--- src/design/csmfe_pkg.sv ---
// Package for the clock set-mode field editor.
// Holds focus slot and key codes plus the calendar helper functions.
// No dependencies.
package csmfe_pkg;

  // Field widths
  localparam int YEAR_W   = 14;
  localparam int MONTH_W  = 4;
  localparam int DAY_W    = 5;
  localparam int HOUR_W   = 5;
  localparam int MINUTE_W = 6;
  localparam int FOCUS_W  = 3;
  localparam int KEY_W    = 3;

  // Field limits
  localparam logic [YEAR_W-1:0]   YEAR_MAX     = 14'd9999;
  localparam logic [YEAR_W-1:0]   YEAR_RESET   = 14'd1970;
  localparam logic [MONTH_W-1:0]  MONTH_LAST   = 4'd12;
  localparam logic [HOUR_W-1:0]   HOUR_LAST    = 5'd23;
  localparam logic [MINUTE_W-1:0] MINUTE_LAST  = 6'd59;

  // Focus slots
  localparam logic [FOCUS_W-1:0] FOCUS_YEAR   = 3'd0;
  localparam logic [FOCUS_W-1:0] FOCUS_MONTH  = 3'd1;
  localparam logic [FOCUS_W-1:0] FOCUS_DAY    = 3'd2;
  localparam logic [FOCUS_W-1:0] FOCUS_HOUR   = 3'd3;
  localparam logic [FOCUS_W-1:0] FOCUS_MINUTE = 3'd4;
  localparam logic [FOCUS_W-1:0] FOCUS_SAVE   = 3'd5;

  // Key codes
  localparam logic [KEY_W-1:0] KEY_OK_SHORT = 3'd0;
  localparam logic [KEY_W-1:0] KEY_OK_LONG  = 3'd1;
  localparam logic [KEY_W-1:0] KEY_POWER    = 3'd2;
  localparam logic [KEY_W-1:0] KEY_LEFT     = 3'd3;
  localparam logic [KEY_W-1:0] KEY_RIGHT    = 3'd4;

  // Request types
  localparam logic REQ_LOAD = 1'b0;
  localparam logic REQ_KEY  = 1'b1;

  // Gregorian leap year. year / 100 comes from a reciprocal multiply
  // (exact for all 14-bit years), the remainder from a shift-add back.
  function automatic logic is_leap(input logic [YEAR_W-1:0] y);
    logic [27:0] prod;
    logic [7:0]  q;
    logic [14:0] back;
    prod = {14'd0, y} * 28'd5243;
    q    = prod[26:19];
    back = ({7'd0, q} << 6) + ({7'd0, q} << 5) + ({7'd0, q} << 2);
    return (y[1:0] == 2'b00) && ((back != {1'b0, y}) || (q[1:0] == 2'b00));
  endfunction

  // Days in month; months outside 1..12 count as 31 days
  function automatic logic [DAY_W-1:0] month_len(input logic [YEAR_W-1:0] y,
                                                 input logic [MONTH_W-1:0] m);
    logic [DAY_W-1:0] len;
    unique case (m)
      4'd4, 4'd6, 4'd9, 4'd11: len = 5'd30;
      4'd2:                    len = is_leap(y) ? 5'd29 : 5'd28;
      default:                 len = 5'd31;
    endcase
    return len;
  endfunction

endpackage

--- src/design/clock_set_mode_field_editor.sv ---
// Top level of the clock set-mode field editor.
// Depends on csmfe_pkg for codes, widths and calendar functions.
//
// Usage: a calendar clock's set mode. Each transaction on the in_ channel
// is either a load (req_type 0: copy the current date and time into the
// edit fields, focus year) or a key event (ok short / left add 1,
// ok long / right subtract 1, power moves focus; power on the save slot
// commits and returns to year). Each input transaction
// yields exactly one out_ transaction holding the focus, the five edited
// fields and the commit flag as they stand after that item.
// The cfg_ channel writes min_year; it is always ready.
// Path: each accepted input passes the input register, then one pass of
// field-update logic into the output register, which holds the result.
// Throughput: one transaction per cycle while the receiver does not stall,
// set by the update of the edit state between the input and output registers.
// Reset (synchronous, rst_n low): fields return to 1970-01-01 00:00, focus
// year, min_year 1970, both pipeline registers empty.
// When the receiver stalls, the output register holds its transaction; one
// more item may wait in the input register, after which in_stall rises.
module clock_set_mode_field_editor
  import csmfe_pkg::*;
(
  input  logic                clk,
  input  logic                rst_n,
  // input channel
  input  logic                in_valid,
  output logic                in_stall,
  input  logic                in_req_type,
  input  logic [KEY_W-1:0]    in_key,
  input  logic [YEAR_W-1:0]   in_load_year,
  input  logic [MONTH_W-1:0]  in_load_month,
  input  logic [DAY_W-1:0]    in_load_day,
  input  logic [HOUR_W-1:0]   in_load_hour,
  input  logic [MINUTE_W-1:0] in_load_minute,
  // result channel
  output logic                out_valid,
  input  logic                out_stall,
  output logic [FOCUS_W-1:0]  out_focus,
  output logic [YEAR_W-1:0]   out_shown_year,
  output logic [MONTH_W-1:0]  out_shown_month,
  output logic [DAY_W-1:0]    out_shown_day,
  output logic [HOUR_W-1:0]   out_shown_hour,
  output logic [MINUTE_W-1:0] out_shown_minute,
  output logic                out_commit,
  // configuration
  input  logic                cfg_valid,
  output logic                cfg_ready,
  input  logic [YEAR_W-1:0]   cfg_min_year
);

  // input register
  logic                s1_valid_r, s1_valid_nxt;
  logic                s1_req_type_r;
  logic [KEY_W-1:0]    s1_key_r;
  logic [YEAR_W-1:0]   s1_year_r;
  logic [MONTH_W-1:0]  s1_month_r;
  logic [DAY_W-1:0]    s1_day_r;
  logic [HOUR_W-1:0]   s1_hour_r;
  logic [MINUTE_W-1:0] s1_minute_r;

  // edit state
  logic [YEAR_W-1:0]   min_year_r;
  logic [FOCUS_W-1:0]  focus_r, focus_nxt;
  logic [YEAR_W-1:0]   year_r, year_nxt;
  logic [MONTH_W-1:0]  month_r, month_nxt;
  logic [DAY_W-1:0]    day_r, day_nxt;
  logic [HOUR_W-1:0]   hour_r, hour_nxt;
  logic [MINUTE_W-1:0] minute_r, minute_nxt;
  logic                commit_nxt;

  // output register
  logic                out_valid_r, out_valid_nxt;
  logic                commit_r;

  logic                advance;
  logic                step_up, step_dn;

  // field step helpers
  logic [YEAR_W-1:0]   year_lo;
  logic [YEAR_W:0]     year_inc;
  logic [YEAR_W-1:0]   year_up, year_dn;
  logic [MONTH_W:0]    month_inc;
  logic [MONTH_W-1:0]  month_up, month_dn;
  logic [DAY_W-1:0]    day_len;
  logic [DAY_W:0]      day_inc;
  logic [DAY_W-1:0]    day_up, day_dn;
  logic [HOUR_W:0]     hour_inc;
  logic [HOUR_W-1:0]   hour_up, hour_dn;
  logic [MINUTE_W:0]   minute_inc;
  logic [MINUTE_W-1:0] minute_up, minute_dn;

  // handshake
  assign advance   = s1_valid_r && (!out_valid_r || !out_stall);
  assign in_stall  = s1_valid_r && out_valid_r && out_stall;
  assign cfg_ready = 1'b1;
  assign s1_valid_nxt  = in_stall ? s1_valid_r : in_valid;
  assign out_valid_nxt = advance || (out_valid_r && out_stall);

  // year: saturate at min_year (itself capped at 9999) and 9999
  always_comb begin
    year_lo  = (min_year_r > YEAR_MAX) ? YEAR_MAX : min_year_r;
    year_inc = {1'b0, year_r} + 15'd1;
    if (year_inc < {1'b0, year_lo}) begin
      year_up = year_lo;
    end else if (year_inc > {1'b0, YEAR_MAX}) begin
      year_up = YEAR_MAX;
    end else begin
      year_up = year_inc[YEAR_W-1:0];
    end
    if ((year_r == '0) || ((year_r - 14'd1) < year_lo)) begin
      year_dn = year_lo;
    end else if ((year_r - 14'd1) > YEAR_MAX) begin
      year_dn = YEAR_MAX;
    end else begin
      year_dn = year_r - 14'd1;
    end
  end

  // month wraps 1..12
  always_comb begin
    month_inc = {1'b0, month_r} + 5'd1;
    month_up  = (month_inc > {1'b0, MONTH_LAST}) ? 4'd1 : month_inc[MONTH_W-1:0];
    if (month_r <= 4'd1) begin
      month_dn = MONTH_LAST;
    end else if ((month_r - 4'd1) > MONTH_LAST) begin
      month_dn = 4'd1;
    end else begin
      month_dn = month_r - 4'd1;
    end
  end

  // day wraps 1..month length
  always_comb begin
    day_len = month_len(year_r, month_r);
    day_inc = {1'b0, day_r} + 6'd1;
    day_up  = (day_inc > {1'b0, day_len}) ? 5'd1 : day_inc[DAY_W-1:0];
    if (day_r <= 5'd1) begin
      day_dn = day_len;
    end else if ((day_r - 5'd1) > day_len) begin
      day_dn = 5'd1;
    end else begin
      day_dn = day_r - 5'd1;
    end
  end

  // hour wraps 0..23, minute wraps 0..59
  always_comb begin
    hour_inc = {1'b0, hour_r} + 6'd1;
    hour_up  = (hour_inc > {1'b0, HOUR_LAST}) ? '0 : hour_inc[HOUR_W-1:0];
    if (hour_r == '0) begin
      hour_dn = HOUR_LAST;
    end else if ((hour_r - 5'd1) > HOUR_LAST) begin
      hour_dn = '0;
    end else begin
      hour_dn = hour_r - 5'd1;
    end
    minute_inc = {1'b0, minute_r} + 7'd1;
    minute_up  = (minute_inc > {1'b0, MINUTE_LAST}) ? '0 : minute_inc[MINUTE_W-1:0];
    if (minute_r == '0) begin
      minute_dn = MINUTE_LAST;
    end else if ((minute_r - 6'd1) > MINUTE_LAST) begin
      minute_dn = '0;
    end else begin
      minute_dn = minute_r - 6'd1;
    end
  end

  // key decode
  always_comb begin
    step_up = 1'b0;
    step_dn = 1'b0;
    unique case (s1_key_r)
      KEY_OK_SHORT, KEY_LEFT: step_up = 1'b1;
      KEY_OK_LONG, KEY_RIGHT: step_dn = 1'b1;
      default: ;
    endcase
  end

  // next edit state for the item in the input register
  always_comb begin
    focus_nxt  = focus_r;
    year_nxt   = year_r;
    month_nxt  = month_r;
    day_nxt    = day_r;
    hour_nxt   = hour_r;
    minute_nxt = minute_r;
    commit_nxt = 1'b0;
    if (s1_req_type_r == REQ_LOAD) begin
      focus_nxt  = FOCUS_YEAR;
      year_nxt   = s1_year_r;
      month_nxt  = s1_month_r;
      day_nxt    = s1_day_r;
      hour_nxt   = s1_hour_r;
      minute_nxt = s1_minute_r;
    end else if (s1_key_r == KEY_POWER) begin
      if (focus_r >= FOCUS_SAVE) begin
        focus_nxt  = FOCUS_YEAR;
        commit_nxt = 1'b1;
      end else begin
        focus_nxt = focus_r + 3'd1;
      end
    end else if (step_up || step_dn) begin
      unique case (focus_r)
        FOCUS_YEAR:   year_nxt   = step_up ? year_up   : year_dn;
        FOCUS_MONTH:  month_nxt  = step_up ? month_up  : month_dn;
        FOCUS_DAY:    day_nxt    = step_up ? day_up    : day_dn;
        FOCUS_HOUR:   hour_nxt   = step_up ? hour_up   : hour_dn;
        FOCUS_MINUTE: minute_nxt = step_up ? minute_up : minute_dn;
        default: ;
      endcase
    end
  end

  // control registers
  always_ff @(posedge clk) begin
    if (!rst_n) begin
      s1_valid_r  <= 1'b0;
      out_valid_r <= 1'b0;
      min_year_r  <= YEAR_RESET;
      focus_r     <= FOCUS_YEAR;
      year_r      <= YEAR_RESET;
      month_r     <= 4'd1;
      day_r       <= 5'd1;
      hour_r      <= '0;
      minute_r    <= '0;
    end else begin
      s1_valid_r  <= s1_valid_nxt;
      out_valid_r <= out_valid_nxt;
      if (cfg_valid && cfg_ready) begin
        min_year_r <= cfg_min_year;
      end
      if (advance) begin
        focus_r  <= focus_nxt;
        year_r   <= year_nxt;
        month_r  <= month_nxt;
        day_r    <= day_nxt;
        hour_r   <= hour_nxt;
        minute_r <= minute_nxt;
      end
    end
  end

  // input payload register
  always_ff @(posedge clk) begin
    if (in_valid && !in_stall) begin
      s1_req_type_r <= in_req_type;
      s1_key_r      <= in_key;
      s1_year_r     <= in_load_year;
      s1_month_r    <= in_load_month;
      s1_day_r      <= in_load_day;
      s1_hour_r     <= in_load_hour;
      s1_minute_r   <= in_load_minute;
    end
  end

  // commit flag travels with the result
  always_ff @(posedge clk) begin
    if (advance) begin
      commit_r <= commit_nxt;
    end
  end

  // result fields show the edit state after the item
  assign out_valid        = out_valid_r;
  assign out_focus        = focus_r;
  assign out_shown_year   = year_r;
  assign out_shown_month  = month_r;
  assign out_shown_day    = day_r;
  assign out_shown_hour   = hour_r;
  assign out_shown_minute = minute_r;
  assign out_commit       = commit_r;

endmodule

--- config.mk ---
export PLATFORM = sky130hd
export DESIGN_NAME = clock_set_mode_field_editor
export DESIGN_NICKNAME = d
export VERILOG_FILES = /design/src/design/csmfe_pkg.sv /design/src/design/clock_set_mode_field_editor.sv
export SDC_FILE = /design/constraint.sdc
export NUM_CORES = 1
export LEC_CHECK = 0
export BUFFER_PORTS_ARGS = -buffer_cell sky130_fd_sc_hd__buf_2
export CAP_MARGIN = 40
export CORE_UTILIZATION = 25
export DETAILED_ROUTE_END_ITERATION = 6
export HOLD_SLACK_MARGIN = 0.08
export MAX_ROUTING_LAYER = met4
export PLACE_DENSITY = 0.47
export SETUP_SLACK_MARGIN = 0.5
export SLEW_MARGIN = 30
export SYNTH_ARGS = -nofsm -noshare
export SYNTH_HDL_FRONTEND = slang
export SYNTH_SLANG_ARGS = --single-unit
--- constraint.sdc ---
create_clock -name clk -period 14.6 [get_ports clk]
set_clock_uncertainty 0.2 [all_clocks]
set_input_delay 0 -clock clk [delete_from_list [all_inputs] [get_ports clk]]
set_output_delay 0 -clock clk [all_outputs]
set_load 0.01 [all_outputs]
; Word level (Yosys, flattened, before mapping)
; Index checks and enable logic that the tools add are counted.
[op_classes]
add_sub_neg = 13
bitwise_logic = 0
eq_ne = 22
shift = 0
n_reduce_logical = 31
mux = 50
mul = 1
magnitude_cmp = 16
n_div = 0
[ops]
columns = op, count
row1 = 2-to-1 mux 14 bit, 10
row2 = 2-to-1 mux 5 bit, 16
row3 = 2-to-1 mux 6 bit, 8
row4 = 2-to-1 mux 4 bit, 8
row5 = "greater-than comparator 14 bit, second input constant", 2
row6 = "multiplier 14 x 13 -> 27 bit, second input constant", 1
row7 = AND reduction 4 bit, 5
row8 = "adder 14 x 1 -> 15 bit, second input constant", 1
row9 = adder 14 x 13 -> 15 bit, 1
row10 = adder 15 x 10 -> 15 bit, 1
row11 = "greater-than comparator 15 x 14 -> 1 bit, second input constant", 1
row12 = less-than comparator 15 x 14 -> 1 bit, 1
row13 = inequality test 15 x 14 -> 1 bit, 1
row14 = logical NOT 14 bit, 1
row15 = less-than comparator 14 bit, 1
row16 = "inequality test 2 x 1 -> 1 bit, second input constant", 7
row17 = "subtractor 14 x 1 -> 14 bit, second input constant", 1
row18 = "adder 5 x 1 -> 6 bit, second input constant", 2
row19 = "equality test 3 x 2 -> 1 bit, second input constant", 4
row20 = "subtractor 5 x 1 -> 5 bit, second input constant", 2
row21 = 2-to-1 mux 3 bit, 3
row22 = "equality test 4 x 3 -> 1 bit, second input constant", 2
row23 = "equality test 4 bit, second input constant", 2
row24 = "adder 6 x 1 -> 7 bit, second input constant", 1
row25 = 31 further kinds, 51
[totals]
regBits = 92
word_cells = 150
latch_bits = 0
memories = 0
ramBits = 0
rom_bits = 0
out_inout_bits = 41
input_bits = 57

; Depth between registers and ports, before layout
[logic_depth]
word_depth = 16
mapped_depth = 39
depth_no_buf = 38

; Worst setup path after synthesis
; No wires, ideal clock.
[synth_path]
path_type = reg2reg
startpoint = reg year_r[4], in the netlist out_shown_year[4]
endpoint = reg day_r[0], in the netlist out_shown_day[0]
period_less_slack_ns = 9.620
path_buffers = 1
required_ns = 14.340
path_slack_ns = 4.980
t_arrival_ns = 9.360
stages_incl_launch_ff = 39
setup_time_ns = 0.060
cell_sequence = dfxtp_1 clkbuf_1 inv_1 fa_1 inv_1 ha_1 fa_1 inv_1 fa_1 fa_1 inv_1 ha_1 and4_1 nand4_1 a31o_2 o311a_1 o21bai_2 a21oi_1 (+3 left out) inv_1 ha_1 a211oi_2 o21bai_1 a211o_1 a221o_1 or4_1 nor4_2 a21boi_0 ha_1 a21boi_0 o21ai_0 nor3_1 a211oi_1 o21ai_0 o31ai_1 a31oi_1 o32a_1
[synth_via]
elab_chain_len = 16
elab_cells_between_ends = 19
classes_between = add/sub (2) / mul (1) / order compare (2) / eq/ne (1) / mux (10) / reduce/logical (3)
[synth_rtl]
columns = element, line
row1 = from (decl), clock_set_mode_field_editor.sv:64  ; logic [YEAR_W-1:0] year_r, year_nxt;
row2 = from (signal assigned), clock_set_mode_field_editor.sv:234  ; year_r <= year_nxt;
row3 = multiplier 14 x 13 -> 27 bit, csmfe_pkg.sv:47  ; prod = {14'd0, y} * 28'd5243;
row4 = adder 14 x 13 -> 15 bit, csmfe_pkg.sv:49  ; back = ({7'd0, q} << 6) + ({7'd0, q} << 5) + ({7'd0, q} << 2);
row5 = adder 15 x 10 -> 15 bit, csmfe_pkg.sv:49
row6 = inequality test 15 x 14 -> 1 bit, csmfe_pkg.sv:50  ; return (y[1:0] == 2'b00) && ((back != {1'b0, y}) || (q[1:0] == 2'b00));
row7 = logical OR 1 bit *, csmfe_pkg.sv:50
row8 = logical AND 1 bit *, csmfe_pkg.sv:50
row9 = 2-to-1 mux 1 bit *, csmfe_pkg.sv:59  ; 4'd2: len = is_leap(y) ? 5'd29 : 5'd28;
row10 = one-hot mux 2 bit (2 select lines) *, csmfe_pkg.sv:57  ; unique case (m)
row11 = greater-than comparator 5 bit, clock_set_mode_field_editor.sv:139  ; end else if ((day_r - 5'd1) > day_len) begin
row12 = 2-to-1 mux 5 bit, clock_set_mode_field_editor.sv:139
row13 = 2-to-1 mux 5 bit, clock_set_mode_field_editor.sv:137  ; if (day_r <= 5'd1) begin
row14 = 2-to-1 mux 5 bit *, clock_set_mode_field_editor.sv:206  ; FOCUS_DAY: day_nxt = step_up ? day_up : day_dn;
row15 = 2-to-1 mux 5 bit *, clock_set_mode_field_editor.sv:203  ; unique case (focus_r)
row16 = 2-to-1 mux 5 bit *, clock_set_mode_field_editor.sv:202  ; end else if (step_up || step_dn) begin
row17 = 2-to-1 mux 5 bit *, clock_set_mode_field_editor.sv:195  ; end else if (s1_key_r == KEY_POWER) begin
row18 = 2-to-1 mux 5 bit *, clock_set_mode_field_editor.sv:188  ; if (s1_req_type_r == REQ_LOAD) begin
row19 = to (signal assigned), clock_set_mode_field_editor.sv:236  ; day_r <= day_nxt;
row20 = to (decl), clock_set_mode_field_editor.sv:66  ; logic [DAY_W-1:0] day_r, day_nxt;
; Every way passes the cells marked *; elsewhere a longest branch is shown, timed or not. The select of a mux whose other input is x is not followed.
; A chain may end at the register's enable or synchronous reset.

; Worst setup path after layout
[layout_path]
startpoint = reg year_r[6], in the netlist out_shown_year[6]
endpoint = reg day_r[0], in the netlist out_shown_day[0]
; The elaborated chain is that of the path after synthesis.

==> results.ini <==
[power_and_ir_drop]
power_frac_clock=0.094
peakVddDrop_v=0.000268
p_int_mw=1.40
powerDensity_mw_per_mm2=208
seqPwrFrac=0.111
leakage_nw=5.93
switching_share=0.501
combPwrFrac=0.795
power.switching_mw=1.40

[clocking]
clock-root-buffer=clkbuf_16
numClockSinks=92
cts_tree=built
cts_buffers=9
ctsHoldBuffers=77
htreeDepth=3
clockBufferDepth=2
cts.clk_slew.worst_paths_ns=0.07
cts_resized=0
clkLatencyLatePin_ns=0.36
post_cts.repair.setup_buffers=0

[synth]
ys_top_cells_by_area=ha_1, fa_1, edfxtp_1
dominantRegCellSynth=dfxtp_1
synth_top_area_frac=0.209
synth_fp_nets=1583
synth_cells=1272
yosysWarnings=0
synth-edff-count=39
yosys_register_bits=92
synth_top_area_cell=ha_1
yosysSeqAreaShare=0.200
synth_async_sr_flop_share=0
synth_area_mm2=0.0111
yosysUniqueCellTypes=75
avgSynthCellArea_um2=8.76

[timing]
drv_slew=0
rsz0062_at_grt=false
worst_slew_margin_rel=0.457
post-route-period-util=0.726
hold_viol=0
max_freq_mhz=94.4
tightest_slew_ns=0.813
tns_ns=0
finalSetupViolations=0
fin_crit_ns=10.60

[drt]
drt_iter0_drc=569
drtAntennaViolNets=0
totalWireLength_mm=33.8
dr.pass1.iters=5
via_per_inst=4.83
wl_per_cell_um=16.8
drcViolationCount=0
num_vias=9723

[cells_and_area]
nets=1732
final_cell_area_mm2=0.0134
layout_common_cells=ha_1, inv_1, buf_2, nor2_1, nand2_1
seq_area_mm2=0.00223
final_common_cell=ha_1
multi_input_area_mm2=0.00808
layout-drive-gt1-share=0.0982
area_growth_pct=20.3
fillerInstances=4705
antenna_cells=0

[global_route]
grt_max_degree=54
grt_pass1_vias=9785
overflow=0
grt_first_pass_wirelength_mm=53.7
track_usage=0.155
antenna_found_initial=0

[critical_path]
slowest_stage=dfxtp_1
worstSetupPathType=reg2reg
crit_arrival_ns=10.69
path_max_fanout=13
cpPeakStageDelay_ns=0.73
endpoint_kind=flip-flop
required_ns=14.70
start_kind=flip-flop

[outcome]
outcome=complete, no violations

[die]
start_util=0.256
dieArea_mm2=0.0454
core_area_mm2=0.0436
die_h_um=213
num_rows=76
die_width_um=213
ioPinCount=98

[min_path]
hp-class=in2reg

[job]
maxCapViolCount=0

[placement]
gp_congestion=0.863
hpwl_mm=26.6
place_area_mm2=0.0123
port_buffers=96

-- routing by layer --
layer | wire (um) | global-route usage | vias to the layer above
li1 | - | - | 4785
met3 | 1950 | 0.0244 | 28
met4 | 565 | 0.0365 | 0
met1 | 15900 | 0.206 | 4668
met5 | 0 | - | -
met2 | 15400 | 0.246 | 242
-- flip-flops by register name (all words and copies together) (netlist names), 3 cells and up --
register,flops
s1_key_r,3
out_shown_minute,6
s1_day_r,5
out_shown_hour,5
min_year_r,14
out_shown_day,5
out_focus,3
s1_year_r,14
s1_minute_r,6
out_shown_month,4
s1_hour_r,5
s1_month_r,4
out_shown_year,14
-- stage by stage --
step           worst slack, ns  cells  hold slack, ns  power (mW)   util
3_3_place_gp              4.28   1914         -0.0234        2.54  0.281
6_report                  4.00   2011           0.153        2.80  0.308
3_5_place_dp              4.00   1916         -0.0219        2.53  0.282
5_1_grt                   3.08   2011           0.147        3.13  0.308
2_1_floorplan             4.98   1272          -0.101        1.97      -
4_1_cts                   3.96   2009           0.137        2.83  0.307
-- critical path, delay by kind of cell (launching register included) --
kind	cells	cell delay, ns
buf+inv	5	0.52
fa+ha+maj	9	3.66
flops	1	0.73
simple gates	5	1.35
compound gates	18	4.09
-- power by group through the flow --
stage,logic [mW],registers [mW],clock network (mW)
after CTS,2.25,0.311,0.269
after floorplan,1.66,0.308,0
after global placement,2.22,0.316,0
final,2.22,0.309,0.262
after global routing,2.54,0.312,0.277
after detailed placement,2.21,0.316,0
-- layout make-up --
| class | count | share of cell area |
|---|---|---|
| well taps | 585 | 0.0546 |
| multi-input cells | 958 | 0.603 |
| flip-flops and latches | 92 | 0.166 |
| repair buffers | 189 | 0.104 |
| inverters | 171 | 0.0479 |
| clock inverters | 7 | 0.00728 |
| clock buffers | 9 | 0.0168 |
-- cell usage after synthesis (13+ instances only) --
cell type	n
mux2i_1	19
dfxtp_1	53
nand2_1	79
o221ai_1	13
edfxtp_1	39
a21oi_1	66
ha_1	186
nand3_1	34
fa_1	68
inv_1	171
a31oi_1	15
o21ai_0	63
clkbuf_1	46
a211oi_1	15
nor3_1	25
xnor2_1	59
nand4_1	14
nor2_1	93
-- path summary, 6_finish.rpt --
check | to | slack [ns] | start | cells after the start
max reg2reg | out_shown_day[0]$_SDFFE_PN1P_ | 4.00 | out_shown_year[6]$_SDFFE_PN0P_ | 37
max | out_shown_day[0]$_SDFFE_PN1P_ | 4.00 | out_shown_year[6]$_SDFFE_PN0P_ | 37
min | s1_year_r[8]$_DFFE_PP_ | 0.15 | in_load_year[8] | 2
min reg2reg | out_focus[1]$_SDFFE_PN0P_ | 0.34 | out_focus[1]$_SDFFE_PN0P_ | 2
-- logic make-up (layout without fill, tap and decap cells) --
kind of cell / count (synthesis) / count (layout) / synth area share
DFF: 92 / 92 / 0.200
adders and majority gates: 255 / 255 / 0.332
AOI/OAI and AO/OA: 292 / 292 / 0.177
xor gates and xnor gates: 70 / 70 / 0.0563
and+or+nand+nor: 318 / 318 / 0.138
other: 1 / 1 / 0.000337
buffers and inverters: 222 / 376 / 0.0755
muxes: 22 / 22 / 0.0201
(Power assumes the default switching activity.)
